### config.mk
export PLATFORM = sky130hd
export DESIGN_NAME = text_console_cursor_engine_core
export DESIGN_NICKNAME = d
export VERILOG_FILES = /design/src/rtl/tcce_pkg.sv /design/src/rtl/text_console_cursor_engine_core.sv /design/src/rtl/tcce_ram.sv /design/src/rtl/tcce_front.sv /design/src/rtl/tcce_queue.sv /design/src/rtl/tcce_back.sv
export SDC_FILE = /design/constraint.sdc
export NUM_CORES = 1
export LEC_CHECK = 0
export BUFFER_PORTS_ARGS = -buffer_cell sky130_fd_sc_hd__buf_4
export CORE_ASPECT_RATIO = 0.5
export CORE_MARGIN = 3
export CORE_UTILIZATION = 40
export CTS_BUF_LIST = sky130_fd_sc_hd__clkbuf_4 sky130_fd_sc_hd__clkbuf_8
export DETAILED_ROUTE_END_ITERATION = 8
export HOLD_SLACK_MARGIN = 0.15
export PLACE_DENSITY = 0.64
export REMOVE_ABC_BUFFERS = 1
export SLEW_MARGIN = 5
export SYNTH_ARGS = -nofsm -noshare
export SYNTH_HDL_FRONTEND = slang
export SYNTH_SLANG_ARGS = --single-unit
### constraint.sdc
create_clock -name clk -period 5.1 [get_ports clk]
set_clock_uncertainty 0.05 [all_clocks]
set_input_delay 0.255 -clock clk [delete_from_list [all_inputs] [get_ports clk]]
set_output_delay 0.255 -clock clk [all_outputs]
set_load 0.03 [all_outputs]
### src/rtl/tcce_pkg.sv
package tcce_pkg;

  localparam int MAX_COLS_DEF  = 128;
  localparam int MAX_ROWS_DEF  = 64;
  localparam int TAB_WIDTH_DEF = 8;

  localparam int RESULT_LIMIT = 16;
  localparam int CNT_W        = $clog2(RESULT_LIMIT + 1);

  localparam int CODE_W     = 8;
  localparam int COL_OUT_W  = 7;
  localparam int ROW_OUT_W  = 6;
  localparam int COLS_REG_W = 8;
  localparam int ROWS_REG_W = 7;
  localparam int CFG_IDX_W  = 2;
  localparam int CFG_DATA_W = 8;
  localparam int OUT_DATA_W = 40;
  localparam int KIND_W     = 2;

  localparam int Q_DEPTH = 2;
  localparam int QP_W    = (Q_DEPTH > 1) ? $clog2(Q_DEPTH) : 1;
  localparam int QC_W    = $clog2(Q_DEPTH + 1);

  localparam logic [CODE_W-1:0] SPACE_CODE = 8'h20;
  localparam logic [CODE_W-1:0] CODE_BS    = 8'h08;
  localparam logic [CODE_W-1:0] CODE_TAB   = 8'h09;
  localparam logic [CODE_W-1:0] CODE_NL    = 8'h0A;
  localparam logic [CODE_W-1:0] CODE_CR    = 8'h0D;

  localparam logic [CFG_IDX_W-1:0] REG_COLS = 2'd0;
  localparam logic [CFG_IDX_W-1:0] REG_ROWS = 2'd1;

  localparam logic [COLS_REG_W-1:0] COLS_RESET = 8'd80;
  localparam logic [ROWS_REG_W-1:0] ROWS_RESET = 7'd25;

  typedef enum logic [KIND_W-1:0] {
    KIND_CELL   = 2'd0,
    KIND_SCROLL = 2'd1,
    KIND_MOVE   = 2'd2
  } kind_t;

  typedef enum logic [2:0] {
    OP_PRINT     = 3'd0,
    OP_NEWLINE   = 3'd1,
    OP_RETURN    = 3'd2,
    OP_TAB       = 3'd3,
    OP_BACKSPACE = 3'd4
  } op_t;

  typedef enum logic [1:0] {
    ST_IDLE   = 2'd0,
    ST_EXEC   = 2'd1,
    ST_SCROLL = 2'd2,
    ST_BLANK  = 2'd3
  } back_state_t;

  typedef struct packed {
    op_t               op;
    logic [CODE_W-1:0] glyph;
  } q_entry_t;

  typedef struct packed {
    logic     valid;
    q_entry_t entry;
  } q_item_t;

  typedef struct packed {
    kind_t                kind;
    logic [COL_OUT_W-1:0] cell_col;
    logic [ROW_OUT_W-1:0] cell_row;
    logic [CODE_W-1:0]    glyph;
    logic [COL_OUT_W-1:0] cur_col;
    logic [ROW_OUT_W-1:0] cur_row;
    logic                 last;
  } result_t;

endpackage

### src/rtl/text_console_cursor_engine_core.sv
// An input code passes through the queue and the back end's op and glyph registers, and its
// result is held in the output register. A tab writes one space per step; a scroll after a cell
// write adds a scroll step, and every scroll then blanks each column in use of the new row.
// The back end handles one code at a time; a two-entry queue decouples the input side.
// Reset, and a write to either register, start a clearing pass over all
// MAX_ROWS * 2**COL_W store entries (8192 by default) with in_tready low.
module text_console_cursor_engine_core
  import tcce_pkg::*;
#(
  parameter int MAX_COLS  = MAX_COLS_DEF,
  parameter int MAX_ROWS  = MAX_ROWS_DEF,
  parameter int TAB_WIDTH = TAB_WIDTH_DEF
) (
  input  logic                  clk,
  input  logic                  rst_n,
  input  logic                  in_tvalid,
  output logic                  in_tready,
  // code_in [7:0]
  input  logic [CODE_W-1:0]     in_tdata,
  output logic                  out_tvalid,
  input  logic                  out_tready,
  // cell_col [6:0], cell_row [12:7], glyph [20:13], cursor_col_out [27:21],
  // cursor_row_out [33:28], zero fill [39:34]
  output logic [OUT_DATA_W-1:0] out_tdata,
  // kind [1:0]
  output logic [KIND_W-1:0]     out_tuser,
  output logic                  out_tlast,
  input  logic                  cfg_we,
  input  logic [CFG_IDX_W-1:0]  cfg_index,
  input  logic [CFG_DATA_W-1:0] cfg_wdata
);

  localparam int COL_W = (MAX_COLS > 1) ? $clog2(MAX_COLS) : 1;
  localparam int ROW_W = (MAX_ROWS > 1) ? $clog2(MAX_ROWS) : 1;

  logic [COLS_REG_W-1:0] cols_r, cols_nxt;
  logic [ROWS_REG_W-1:0] rows_r, rows_nxt;
  logic                  clear_req;
  logic [COL_W:0]        eff_cols;
  logic [ROW_W:0]        eff_rows;

  q_item_t push;
  q_item_t head;
  logic    q_full;
  logic    pop;
  logic    clear_busy;
  result_t res;

  always_comb begin
    cols_nxt  = cols_r;
    rows_nxt  = rows_r;
    clear_req = 1'b0;
    if (cfg_we) begin
      unique case (cfg_index)
        REG_COLS: begin
          cols_nxt  = cfg_wdata;
          clear_req = 1'b1;
        end
        REG_ROWS: begin
          rows_nxt  = cfg_wdata[ROWS_REG_W-1:0];
          clear_req = 1'b1;
        end
        default: begin
          clear_req = 1'b0;
        end
      endcase
    end
  end

  always_ff @(posedge clk) begin
    if (!rst_n) begin
      cols_r <= COLS_RESET;
      rows_r <= ROWS_RESET;
    end else begin
      cols_r <= cols_nxt;
      rows_r <= rows_nxt;
    end
  end

  always_comb begin
    if (cols_r == '0) begin
      eff_cols = (COL_W + 1)'(1);
    end else if (int'(cols_r) > MAX_COLS) begin
      eff_cols = (COL_W + 1)'(MAX_COLS);
    end else begin
      eff_cols = (COL_W + 1)'(cols_r);
    end
    if (rows_r == '0) begin
      eff_rows = (ROW_W + 1)'(1);
    end else if (int'(rows_r) > MAX_ROWS) begin
      eff_rows = (ROW_W + 1)'(MAX_ROWS);
    end else begin
      eff_rows = (ROW_W + 1)'(rows_r);
    end
  end

  tcce_front u_front (
    .in_tvalid  (in_tvalid),
    .in_tready  (in_tready),
    .in_tdata   (in_tdata),
    .q_full     (q_full),
    .clear_busy (clear_busy),
    .push       (push)
  );

  tcce_queue u_queue (
    .clk   (clk),
    .rst_n (rst_n),
    .push  (push),
    .pop   (pop),
    .full  (q_full),
    .head  (head)
  );

  tcce_back #(
    .MAX_COLS  (MAX_COLS),
    .MAX_ROWS  (MAX_ROWS),
    .TAB_WIDTH (TAB_WIDTH)
  ) u_back (
    .clk        (clk),
    .rst_n      (rst_n),
    .clear_req  (clear_req),
    .eff_cols   (eff_cols),
    .eff_rows   (eff_rows),
    .head       (head),
    .pop        (pop),
    .clear_busy (clear_busy),
    .out_tready (out_tready),
    .out_tvalid (out_tvalid),
    .out_res    (res)
  );

  assign out_tdata = {6'b0, res.cur_row, res.cur_col, res.glyph, res.cell_row, res.cell_col};
  assign out_tuser = res.kind;
  assign out_tlast = res.last;

endmodule

### src/rtl/tcce_ram.sv
module tcce_ram #(
  parameter int WIDTH = 8,
  parameter int DEPTH = 2,
  localparam int AW = (DEPTH > 1) ? $clog2(DEPTH) : 1
) (
  input  logic             clk,
  input  logic             we,
  input  logic [AW-1:0]    wr_addr,
  input  logic [WIDTH-1:0] wr_data,
  input  logic [AW-1:0]    rd_addr,
  output logic [WIDTH-1:0] rd_data
);

  logic [WIDTH-1:0] mem_r [DEPTH];
  logic [WIDTH-1:0] rd_data_r;

  always_ff @(posedge clk) begin
    if (we) begin
      mem_r[wr_addr] <= wr_data;
    end
    rd_data_r <= mem_r[rd_addr];
  end

  assign rd_data = rd_data_r;

endmodule

### src/rtl/tcce_front.sv
module tcce_front
  import tcce_pkg::*;
(
  input  logic              in_tvalid,
  output logic              in_tready,
  input  logic [CODE_W-1:0] in_tdata,
  input  logic              q_full,
  input  logic              clear_busy,
  output q_item_t           push
);

  always_comb begin
    push.valid       = in_tvalid && in_tready;
    push.entry.glyph = in_tdata;
    unique case (in_tdata)
      CODE_NL: begin
        push.entry.op = OP_NEWLINE;
      end
      CODE_CR: begin
        push.entry.op = OP_RETURN;
      end
      CODE_TAB: begin
        push.entry.op    = OP_TAB;
        push.entry.glyph = SPACE_CODE;
      end
      CODE_BS: begin
        push.entry.op    = OP_BACKSPACE;
        push.entry.glyph = SPACE_CODE;
      end
      default: begin
        push.entry.op = OP_PRINT;
      end
    endcase
  end

  assign in_tready = !q_full && !clear_busy;

endmodule

### src/rtl/tcce_queue.sv
module tcce_queue
  import tcce_pkg::*;
(
  input  logic    clk,
  input  logic    rst_n,
  input  q_item_t push,
  input  logic    pop,
  output logic    full,
  output q_item_t head
);

  q_entry_t        slot_r [Q_DEPTH];
  logic [QP_W-1:0] wr_ptr_r, wr_ptr_nxt;
  logic [QP_W-1:0] rd_ptr_r, rd_ptr_nxt;
  logic [QC_W-1:0] count_r, count_nxt;

  always_comb begin
    wr_ptr_nxt = wr_ptr_r;
    rd_ptr_nxt = rd_ptr_r;
    count_nxt  = count_r;
    if (push.valid) begin
      wr_ptr_nxt = (wr_ptr_r == QP_W'(Q_DEPTH - 1)) ? '0 : wr_ptr_r + 1'b1;
    end
    if (pop) begin
      rd_ptr_nxt = (rd_ptr_r == QP_W'(Q_DEPTH - 1)) ? '0 : rd_ptr_r + 1'b1;
    end
    if (push.valid && !pop) begin
      count_nxt = count_r + 1'b1;
    end else if (pop && !push.valid) begin
      count_nxt = count_r - 1'b1;
    end
  end

  always_ff @(posedge clk) begin
    if (!rst_n) begin
      wr_ptr_r <= '0;
      rd_ptr_r <= '0;
      count_r  <= '0;
    end else begin
      wr_ptr_r <= wr_ptr_nxt;
      rd_ptr_r <= rd_ptr_nxt;
      count_r  <= count_nxt;
    end
  end

  always_ff @(posedge clk) begin
    if (push.valid) begin
      slot_r[wr_ptr_r] <= push.entry;
    end
  end

  assign full       = (count_r == QC_W'(Q_DEPTH));
  assign head.valid = (count_r != '0);
  assign head.entry = slot_r[rd_ptr_r];

endmodule

### src/rtl/tcce_back.sv
module tcce_back
  import tcce_pkg::*;
#(
  parameter int MAX_COLS  = MAX_COLS_DEF,
  parameter int MAX_ROWS  = MAX_ROWS_DEF,
  parameter int TAB_WIDTH = TAB_WIDTH_DEF,
  localparam int COL_W = (MAX_COLS > 1) ? $clog2(MAX_COLS) : 1,
  localparam int ROW_W = (MAX_ROWS > 1) ? $clog2(MAX_ROWS) : 1
) (
  input  logic           clk,
  input  logic           rst_n,
  input  logic           clear_req,
  input  logic [COL_W:0] eff_cols,
  input  logic [ROW_W:0] eff_rows,
  input  q_item_t        head,
  output logic           pop,
  output logic           clear_busy,
  input  logic           out_tready,
  output logic           out_tvalid,
  output result_t        out_res
);

  localparam int PH_W   = (TAB_WIDTH > 1) ? $clog2(TAB_WIDTH) : 1;
  localparam int TL_W   = $clog2(TAB_WIDTH + 1);
  localparam int AW     = ROW_W + COL_W;
  localparam int DEPTH  = MAX_ROWS << COL_W;
  localparam int RAM_AW = (DEPTH > 1) ? $clog2(DEPTH) : 1;

  back_state_t       state_r, state_nxt;
  op_t               op_r, op_nxt;
  logic [CODE_W-1:0] glyph_r, glyph_nxt;
  logic [COL_W-1:0]  ccol_r, ccol_nxt;
  logic [ROW_W-1:0]  crow_r, crow_nxt;
  logic [ROW_W-1:0]  top_r, top_nxt;
  logic [PH_W-1:0]   phase_r, phase_nxt;
  logic [TL_W-1:0]   tab_left_r, tab_left_nxt;
  logic [CNT_W-1:0]  res_cnt_r, res_cnt_nxt;
  logic              more_r, more_nxt;
  logic [COL_W-1:0]  blank_col_r, blank_col_nxt;
  logic [ROW_W-1:0]  blank_row_r, blank_row_nxt;
  logic              clr_busy_r, clr_busy_nxt;
  logic [RAM_AW-1:0] clr_addr_r, clr_addr_nxt;
  logic              out_valid_r, out_valid_nxt;
  result_t           out_res_r;
  result_t           res_nxt;
  logic              res_load;

  logic              ram_we;
  logic [RAM_AW-1:0] ram_addr;
  logic [CODE_W-1:0] ram_wdata;
  logic [CODE_W-1:0] ram_rdata;
  logic [ROW_W-1:0]  addr_row;
  logic [COL_W-1:0]  addr_col;
  logic [AW-1:0]     addr_full;
  logic              cell_we;

  logic              wv_q_r, wv_q2_r;
  logic [RAM_AW-1:0] wa_q_r;
  logic [CODE_W-1:0] wd_q_r, wd_q2_r;

  logic [COL_W:0]    ccol_ext;
  logic [ROW_W:0]    crow_ext;
  logic [ROW_W:0]    top_ext;
  logic [ROW_W:0]    phys_sum;
  logic [ROW_W:0]    phys_wrap;
  logic [ROW_W:0]    rows_m1;
  logic [COL_W:0]    blank_ext;
  logic [ROW_W-1:0]  phys;
  logic [ROW_W-1:0]  rows_last;
  logic [ROW_W-1:0]  top_inc;
  logic [PH_W-1:0]   phase_inc;
  logic [PH_W-1:0]   phase_dec;
  logic [COL_W-1:0]  ccol_dec;
  logic [CNT_W-1:0]  res_after;
  logic              wrap;
  logic              bottom;
  logic              scroll;
  logic              more;
  logic              out_free;

  function automatic logic [COL_OUT_W-1:0] col_out(logic [COL_W-1:0] c);
    logic [COL_W+COL_OUT_W-1:0] w;
    w = {{COL_OUT_W{1'b0}}, c};
    return w[COL_OUT_W-1:0];
  endfunction

  function automatic logic [ROW_OUT_W-1:0] row_out(logic [ROW_W-1:0] r);
    logic [ROW_W+ROW_OUT_W-1:0] w;
    w = {{ROW_OUT_W{1'b0}}, r};
    return w[ROW_OUT_W-1:0];
  endfunction

  always_comb begin
    ccol_ext  = {1'b0, ccol_r} + 1'b1;
    crow_ext  = {1'b0, crow_r} + 1'b1;
    top_ext   = {1'b0, top_r} + 1'b1;
    phys_sum  = {1'b0, top_r} + {1'b0, crow_r};
    phys_wrap = phys_sum - eff_rows;
    rows_m1   = eff_rows - 1'b1;
    blank_ext = {1'b0, blank_col_r} + 1'b1;
    wrap      = (ccol_ext >= eff_cols);
    bottom    = (crow_ext >= eff_rows);
    scroll    = wrap && bottom;
    phys      = (phys_sum >= eff_rows) ? phys_wrap[ROW_W-1:0] : phys_sum[ROW_W-1:0];
    rows_last = rows_m1[ROW_W-1:0];
    top_inc   = (top_ext >= eff_rows) ? '0 : top_ext[ROW_W-1:0];
    phase_inc = (phase_r == PH_W'(TAB_WIDTH - 1)) ? '0 : phase_r + 1'b1;
    phase_dec = (phase_r == '0) ? PH_W'(TAB_WIDTH - 1) : phase_r - 1'b1;
    ccol_dec  = ccol_r - 1'b1;
    res_after = res_cnt_r + CNT_W'(1) + CNT_W'(scroll);
    more      = (op_r == OP_TAB) && (tab_left_r > TL_W'(1)) &&
                (res_after <= CNT_W'(RESULT_LIMIT - 2));
    out_free  = !out_valid_r || out_tready;
  end

  always_comb begin
    state_nxt     = state_r;
    op_nxt        = op_r;
    glyph_nxt     = glyph_r;
    ccol_nxt      = ccol_r;
    crow_nxt      = crow_r;
    top_nxt       = top_r;
    phase_nxt     = phase_r;
    tab_left_nxt  = tab_left_r;
    res_cnt_nxt   = res_cnt_r;
    more_nxt      = more_r;
    blank_col_nxt = blank_col_r;
    blank_row_nxt = blank_row_r;
    clr_busy_nxt  = clr_busy_r;
    clr_addr_nxt  = clr_addr_r;
    pop           = 1'b0;
    res_load      = 1'b0;
    res_nxt       = '0;
    cell_we       = 1'b0;
    addr_row      = phys;
    addr_col      = ccol_r;
    ram_wdata     = SPACE_CODE;

    unique case (state_r)
      ST_IDLE: begin
        if (!clr_busy_r && head.valid) begin
          pop          = 1'b1;
          op_nxt       = head.entry.op;
          glyph_nxt    = head.entry.glyph;
          tab_left_nxt = TL_W'(TAB_WIDTH) - TL_W'(phase_r);
          res_cnt_nxt  = '0;
          state_nxt    = ST_EXEC;
        end
      end
      ST_EXEC: begin
        if (out_free) begin
          res_load  = 1'b1;
          state_nxt = ST_IDLE;
          unique case (op_r)
            OP_NEWLINE: begin
              ccol_nxt     = '0;
              phase_nxt    = '0;
              res_nxt.last = 1'b1;
              if (bottom) begin
                top_nxt        = top_inc;
                crow_nxt       = rows_last;
                blank_row_nxt  = top_r;
                blank_col_nxt  = '0;
                more_nxt       = 1'b0;
                res_nxt.kind    = KIND_SCROLL;
                res_nxt.cur_row = row_out(rows_last);
                state_nxt      = ST_BLANK;
              end else begin
                crow_nxt        = crow_ext[ROW_W-1:0];
                res_nxt.kind    = KIND_MOVE;
                res_nxt.cur_row = row_out(crow_ext[ROW_W-1:0]);
              end
            end
            OP_RETURN: begin
              ccol_nxt        = '0;
              phase_nxt       = '0;
              res_nxt.kind    = KIND_MOVE;
              res_nxt.cur_row = row_out(crow_r);
              res_nxt.last    = 1'b1;
            end
            OP_BACKSPACE: begin
              res_nxt.last    = 1'b1;
              res_nxt.cur_row = row_out(crow_r);
              if (ccol_r == '0) begin
                res_nxt.kind = KIND_MOVE;
              end else begin
                ccol_nxt         = ccol_dec;
                phase_nxt        = phase_dec;
                cell_we          = 1'b1;
                addr_col         = ccol_dec;
                res_nxt.kind     = KIND_CELL;
                res_nxt.cell_col = col_out(ccol_dec);
                res_nxt.cell_row = row_out(crow_r);
                res_nxt.glyph    = SPACE_CODE;
                res_nxt.cur_col  = col_out(ccol_dec);
              end
            end
            OP_PRINT, OP_TAB: begin
              cell_we          = 1'b1;
              ram_wdata        = glyph_r;
              res_nxt.kind     = KIND_CELL;
              res_nxt.cell_col = col_out(ccol_r);
              res_nxt.cell_row = row_out(crow_r);
              res_nxt.glyph    = glyph_r;
              res_nxt.last     = !scroll && !more;
              tab_left_nxt     = tab_left_r - 1'b1;
              res_cnt_nxt      = res_after;
              more_nxt         = more;
              if (!wrap) begin
                ccol_nxt        = ccol_ext[COL_W-1:0];
                phase_nxt       = phase_inc;
                res_nxt.cur_col = col_out(ccol_ext[COL_W-1:0]);
                res_nxt.cur_row = row_out(crow_r);
              end else if (!bottom) begin
                ccol_nxt        = '0;
                crow_nxt        = crow_ext[ROW_W-1:0];
                phase_nxt       = '0;
                res_nxt.cur_row = row_out(crow_ext[ROW_W-1:0]);
              end else begin
                ccol_nxt        = '0;
                crow_nxt        = rows_last;
                top_nxt         = top_inc;
                phase_nxt       = '0;
                blank_row_nxt   = top_r;
                blank_col_nxt   = '0;
                res_nxt.cur_row = row_out(rows_last);
              end
              if (scroll) begin
                state_nxt = ST_SCROLL;
              end else if (more) begin
                state_nxt = ST_EXEC;
              end
            end
            default: begin
              res_load = 1'b0;
            end
          endcase
        end
      end
      ST_SCROLL: begin
        if (out_free) begin
          res_load        = 1'b1;
          res_nxt.kind    = KIND_SCROLL;
          res_nxt.cur_col = col_out(ccol_r);
          res_nxt.cur_row = row_out(crow_r);
          res_nxt.last    = !more_r;
          state_nxt       = ST_BLANK;
        end
      end
      ST_BLANK: begin
        cell_we       = 1'b1;
        addr_row      = blank_row_r;
        addr_col      = blank_col_r;
        blank_col_nxt = blank_ext[COL_W-1:0];
        if (blank_ext >= eff_cols) begin
          state_nxt = more_r ? ST_EXEC : ST_IDLE;
        end
      end
    endcase

    if (clr_busy_r) begin
      clr_addr_nxt = clr_addr_r + 1'b1;
      if (clr_addr_r == RAM_AW'(DEPTH - 1)) begin
        clr_busy_nxt = 1'b0;
      end
    end

    if (clear_req) begin
      state_nxt    = ST_IDLE;
      ccol_nxt     = '0;
      crow_nxt     = '0;
      top_nxt      = '0;
      phase_nxt    = '0;
      more_nxt     = 1'b0;
      clr_busy_nxt = 1'b1;
      clr_addr_nxt = '0;
    end

    out_valid_nxt = res_load ? 1'b1 : (out_tready ? 1'b0 : out_valid_r);
  end

  assign addr_full = {addr_row, addr_col};
  assign ram_we    = clr_busy_r || cell_we;
  assign ram_addr  = clr_busy_r ? clr_addr_r : addr_full[RAM_AW-1:0];

  always_ff @(posedge clk) begin
    if (!rst_n) begin
      state_r     <= ST_IDLE;
      ccol_r      <= '0;
      crow_r      <= '0;
      top_r       <= '0;
      phase_r     <= '0;
      more_r      <= 1'b0;
      clr_busy_r  <= 1'b1;
      clr_addr_r  <= '0;
      out_valid_r <= 1'b0;
      wv_q_r      <= 1'b0;
      wv_q2_r     <= 1'b0;
    end else begin
      state_r     <= state_nxt;
      ccol_r      <= ccol_nxt;
      crow_r      <= crow_nxt;
      top_r       <= top_nxt;
      phase_r     <= phase_nxt;
      more_r      <= more_nxt;
      clr_busy_r  <= clr_busy_nxt;
      clr_addr_r  <= clr_addr_nxt;
      out_valid_r <= out_valid_nxt;
      wv_q_r      <= ram_we;
      wv_q2_r     <= wv_q_r;
    end
  end

  always_ff @(posedge clk) begin
    op_r        <= op_nxt;
    glyph_r     <= glyph_nxt;
    tab_left_r  <= tab_left_nxt;
    res_cnt_r   <= res_cnt_nxt;
    blank_col_r <= blank_col_nxt;
    blank_row_r <= blank_row_nxt;
    wa_q_r      <= ram_addr;
    wd_q_r      <= ram_wdata;
    wd_q2_r     <= wd_q_r;
    if (res_load) begin
      out_res_r <= res_nxt;
    end
  end

  tcce_ram #(
    .WIDTH (CODE_W),
    .DEPTH (DEPTH)
  ) u_store (
    .clk     (clk),
    .we      (ram_we),
    .wr_addr (ram_addr),
    .wr_data (ram_wdata),
    .rd_addr (wa_q_r),
    .rd_data (ram_rdata)
  );

  assign clear_busy = clr_busy_r;
  assign out_tvalid = out_valid_r;
  assign out_res    = out_res_r;

  a_clear_blocks_work: assert property (@(posedge clk) disable iff (!rst_n)
    clr_busy_r |-> (!pop && !res_load))
    else $error("item handled during the clearing pass");

  a_no_result_overwrite: assert property (@(posedge clk) disable iff (!rst_n)
    res_load |-> (!out_valid_r || out_tready))
    else $error("result register overwritten before its transfer");

  a_cursor_in_view: assert property (@(posedge clk) disable iff (!rst_n)
    ({1'b0, ccol_r} < eff_cols) && ({1'b0, crow_r} < eff_rows) &&
    ({1'b0, top_r} < eff_rows))
    else $error("cursor or top row outside the rows and columns in use");

  a_store_readback: assert property (@(posedge clk) disable iff (!rst_n)
    wv_q2_r |-> (ram_rdata == wd_q2_r))
    else $error("character store did not hold the written code");

endmodule

# ---- Word level (Yosys, flattened, before mapping)
# Memory sizes are Yosys's and may differ from the RTL's. A register that Yosys moved wholly into a read port is not among the register bits.
# Index checks and enable logic that the tools add are counted.
dict set report classes {
  addsub 16
  magnitude_cmp 7
  eq_ne 24
  muxes 71
  n_bitwise 1
  reduce_logical 49
}
# operator count
set op_table {}
lappend op_table {{$pmux 28 s2} 1}
lappend op_table {{$mux 7} 7}
lappend op_table {{$pmux 7 s3} 2}
lappend op_table {{$mux 37} 1}
lappend op_table {{$eq 8x4->1 const B} 4}
lappend op_table {{$mux 28} 1}
lappend op_table {{$pmux 14 s2} 1}
lappend op_table {{$pmux 7 s2} 2}
lappend op_table {{$mux 8} 3}
lappend op_table {{$mux 2} 10}
lappend op_table {{$reduce_and 4->1} 5}
lappend op_table {{$mux 1} 19}
lappend op_table {{$add 7x1->8 const B} 2}
lappend op_table {{$ge 8x8->1} 2}
lappend op_table {{$mux 5} 3}
lappend op_table {{$logic_not 7->1} 2}
lappend op_table {{$mux 14} 1}
lappend op_table {{$add 13x1->13 const B} 1}
lappend op_table {{$eq 13x13->1 const B} 1}
lappend op_table {{$mux 3} 4}
lappend op_table {{$mux 4} 3}
lappend op_table {{$mux 6} 2}
lappend op_table {{$pmux 3 s4} 1}
lappend op_table {{$pmux 6 s2} 1}
lappend op_table {{46 further kinds} 89}
dict set report word_totals {
  register_bits 106
  mem_bits_rw 22
  out_inout_bits 45
  elab_cells 192
  memories 1
}
# name words width read_ports rd_clocked_by_memory_dff wr line
set memory_table {}
lappend memory_table {u_queue.slot_r 2 11 1 1 1 tcce_queue.sv:12} ;# q_entry_t slot_r [Q_DEPTH];

# ---- Depth between registers and ports, before layout
dict set report logic_depth {
  ltp_word 13
  depth_mapped 20
}

# ---- Cells and area by module
# From an unflattened synthesis, not the netlist that was laid out.
dict set report hier_totals {
  cells_unflattened 739
  area_unflattened_um2 7589.8
}
# module n_inst cells_per_inst area_each_um2
set by_module_without_submodules {}
lappend by_module_without_submodules {tcce_back 1 574 5670.4}
lappend by_module_without_submodules {tcce_queue 1 56 1011.0}
lappend by_module_without_submodules {text_console_cursor_engine_core 1 90 788.3}
lappend by_module_without_submodules {tcce_front 1 19 120.1}

# ---- Worst setup path after synthesis
# Ideal clock, no wire load.
dict set report synth_path {
  kind {register to register}
  start {reg u_back.ccol_r[0]}
  end {reg u_back.out_res_r, in the netlist u_back.out_res[0], data pin}
  arrival_ns 3.331
  required_ns 4.777
  path_slack_ns 1.446
  path_stages_with_launch 19
  period_less_slack_ns 3.654
  path_cell_list {dfxtp_1 > clkbuf_1 > inv_1 > ha_1 > ha_1 > nand2_1 > o21ai_0 > a41o_1 > nand2_1 > or2_2 > ha_1 > inv_1 > ha_1 > nand3_1 > xnor2_1 > a211oi_1 > nor2_1 > o21ai_0 > o221ai_1}
}
# element line
set synth_rtl {}
lappend synth_rtl {{start: declaration} tcce_back.sv:32} ;# logic [COL_W-1:0] ccol_r, ccol_nxt;
lappend synth_rtl {{start signal: assignment} tcce_back.sv:301} ;# ccol_r <= ccol_nxt;
lappend synth_rtl {{end signal: assignment} tcce_back.sv:325} ;# out_res_r <= res_nxt;
lappend synth_rtl {{end: declaration} tcce_back.sv:44} ;# result_t out_res_r;

==> metrics.txt <==
Final period util 0.817; routed length per placed instance 15.9 um; worst slew pin tran roughly 1000 ps; worst endpoint required time 5230 ps; iteration count of the initial detailed-routing pass 4; YS warnings 0; largest family of logic cells by synthesized area simple AND/OR/NAND/NOR gates; Arr. time, crit path 4300 ps; FF/Latch Area around 3600 sq um; Worst Setup SP u_back.ccol_r[2]$_SDFFE_PP0P_; leakage 3.43 nW; Ports 68; ANT cells 0; endpoint class of the critical path register; Vias/cell around 5.3; Filler Cell Count 1636; H-tree levels 4; PD cells 257 nW/um^2; Worst R2R Path Depth 19; Design Power ~2.2 mW; Post-DP Area approximately 8000 sq um; final wirelength approximately 16 mm; Starting Density 0.414; grt total ovfl 0; VDD IR max roughly 0.15 mV; first-pass GRT wire length 26.7 mm; antenna-violating nets left 0; worst setup margin slightly above 900 ps; Critical Path Start Type register; Final min period roughly 4200 ps; antenna violations before repair 0; Final HPWL DP 11.7 mm; worst r2r src u_back.ccol_r[2]$_SDFFE_PP0P_; area grow syn2layout 16.7%; r2r setup slk between 900 and 1000 ps; relative slew slack 0.349; Synth cell types between 60 and 70; worst min-delay path class in2reg; prevailing post-synth register cell edfxtp_1; outcome completed; # port buffers just over 60; Fmax between 200 and 250 MHz; Place WS 1010 ps; Root Buffer clkbuf_8; Yosys top cell area share 0.353; largest net degree at the start of global routing 39; Die Wd around 200 um; clock sinks between 100 and 150; Global Route Usage Sum 0.169; Core Box Area ~18000 sq um; area leader, netlist edfxtp_1; mux contribution to synthesized area 0.0528; number of global-route vias before repair 5186; async set-reset flop share out of synthesis 0; post-synthesis compound-gate area fraction 0.128; Crit Path Class reg2reg; Avg Cell Area, Syn roughly 10 sq um; Clock Path Buffers 2; Seq/Total Area, Yosys 0.498; RR Endpoint u_back.out_res[0]$_DFFE_PP_; Die ar. between 20000 and 25000 sq um; share of cells above drive strength 1 0.152; TritonCTS clock tree yes; Placer Congestion 0.883; synthesized-area fraction occupied by adder cells 0.0735; Synth Instances around 700; worst setup path end u_back.out_res[0]$_DFFE_PP_; Post-synth EDFFs 86; setup tns final 0 ps; drt drc 0; area occupied by multi-input gates 3420 sq um; Core Rows 34; via count 5426; detailed router's first-iteration violation count ~440; clk slew on worst S/H paths 90 ps; Simple-Gate Fraction of Synth Area 0.170; max_cap viols 0; Hold Vio Cnt, Final 0; Layout Nets between 800 and 900; Synth top cells by count edfxtp_1, nor2_1, dfxtp_1; Final Instance Area between 8000 and 9000 sq um; fin. max-slew vios 0; unrepaired setup endpoints after global routing no; Clk Latency, worst-skew pair roughly 460 ps; CTS Buf Count 17; die boundary height between 100 and 150 um; top cells by area, synth edfxtp_1, dfxtp_1, ha_1, mux2i_1, nor2_1; Syn Std Cell Area ~7300 sq um; # setup viols final 0; CP Max Fanout 13; most frequent cell after synthesis edfxtp_1; Synth Area in XOR/XNOR 0.0395; flops & latches, synth ~140
-- logic make-up (layout without fill, tap and decap cells) --
| logic type | after synthesis | after routing |
|---|---|---|
| other | 1 | 6 |
| AO/OA/AOI/OAI | 141 | 141 |
| adder cells (fa/ha/maj) | 43 | 43 |
| AND/OR/NAND/NOR | 244 | 244 |
| multiplexers | 37 | 37 |
| XOR/XNOR | 33 | 33 |
| buffers and inverters | 64 | 142 |
| flip-flops | 139 | 139 |
-- critical path, stage by stage (launching register included) --
cell and delay [ps]:
dfxtp_1 560, nand3_1 200, inv_1 130, nand3_1 100, xnor2_1 340, ha_1 210
inv_1 40, o21ai_0 160, a41o_1 270, nand2_1 150, or2_2 310, ha_1 210
inv_1 60, ha_1 180, xnor2_1 160, nor3b_1 80, a211oi_1 390, nor2_1 70
o21ai_0 80, o221ai_1 140
-- worst min path at each step --
stage	endpoint	start	cells past startpoint	slack, ps
6_report	u_queue.wr_ptr_r$_SDFFE_PN0P_	in_tvalid	4	210
5_1_grt	u_queue.wr_ptr_r$_SDFFE_PN0P_	in_tvalid	4	210
4_1_cts	u_queue.wr_ptr_r$_SDFFE_PN0P_	in_tvalid	4	190
3_5_place_dp	u_queue.slot_r[1][6]$_DFFE_PP_	in_tdata[6]	1	410
3_3_place_gp	u_queue.slot_r[0][7]$_DFFE_PP_	in_tdata[7]	1	400
2_1_floorplan	cols_r[4]$_SDFFE_PN1P_	rst_n	1	270
-- per-layer routing --
metal	routed length, um	GRT usage	up-vias
met3	834	0.0332	18
met4	187	0.0574	0
met2	7390	0.268	134
li1	-	-	2685
met1	7840	0.234	2589
met5	0	0	-
-- where the power goes --
part	total, mW	switching, mW	internal [mW]
Clock	0.917	0.502	0.415
Sequential	1.19	0.00604	1.19
Combinational	0.0860	0.0458	0.0402
Total	2.19	0.554	1.64
-- per-stage QoR --
step	cells	hold WS (ps)	util
finish	1019	211	0.484
global route	1019	211	0.484
CTS	1019	186	0.484
detailed placement	968	407	0.450
global placement	968	401	0.450
floorplan	669	267	-
-- state kept, by name, summed over array words and instances, names as in the netlist, named ones only --
| register | count |
|---|---|
| cols_r | 8 |
| u_queue.count_r | 2 |
| rows_r | 7 |
| u_queue.wr_ptr_r | 1 |
| u_back.more_r | 1 |
| u_back.ccol_r | 7 |
| u_back.out_res | 37 |
| u_back.glyph_r | 8 |
| u_back.blank_col_r | 7 |
| u_back.out_tvalid | 1 |
| u_queue.slot_r | 22 |
| u_back.crow_r | 6 |
| u_back.res_cnt_r | 5 |
| u_back.tab_left_r | 4 |
| u_back.op_r | 3 |
| u_queue.rd_ptr_r | 1 |
| u_back.state_r | 1 |
| u_back.clr_addr_r | 13 |
| u_back.phase_r | 3 |
| u_back.clear_busy | 1 |
-- placed cells by master (no fill, tap or decap), types with 4 or more instances in the layout --
cell and n:
conb_1 6, a31oi_1 4, buf_4 65, inv_8 6, a21oi_1 35, nor3_1 14, or3_1 7, o21ai_0 32
nand3_1 24, dfxtp_1 53, nor2_1 54, a22oi_1 7, a211oi_1 7, o21ai_1 12, edfxtp_1 86, dlygate4sd3_1 19
ha_1 43, mux2i_1 24, nor2b_1 25, mux2_2 13, o21a_1 4, nand2b_1 8, nor4_1 5, xnor2_1 18
and3_1 15, inv_1 26, a21o_1 4, xor2_1 15, nand2_1 48, and2_1 22, nand4_1 7, o31ai_1 4
clkbuf_8 17, a22o_1 4
-- area by class of cell --
class / instances / share of cell area
Clock buffer: 17 / 0.0274
Clock inverter: 15 / 0.0204
Inverter: 26 / 0.0114
Multi-Input combinational cell: 504 / 0.400
Sequential cell: 139 / 0.427
Tap cell: 234 / 0.0343
Timing Repair Buffer: 84 / 0.0794
-- what timing repair did --
item | 4_1_cts | 5_1_grt
buffers inserted | 0 | 0
gates resized for setup | 0 | 0
hold buffers | 19 | 0
hold endpoints to repair | 42 | 0
Power figures use the tool's default switching activity.
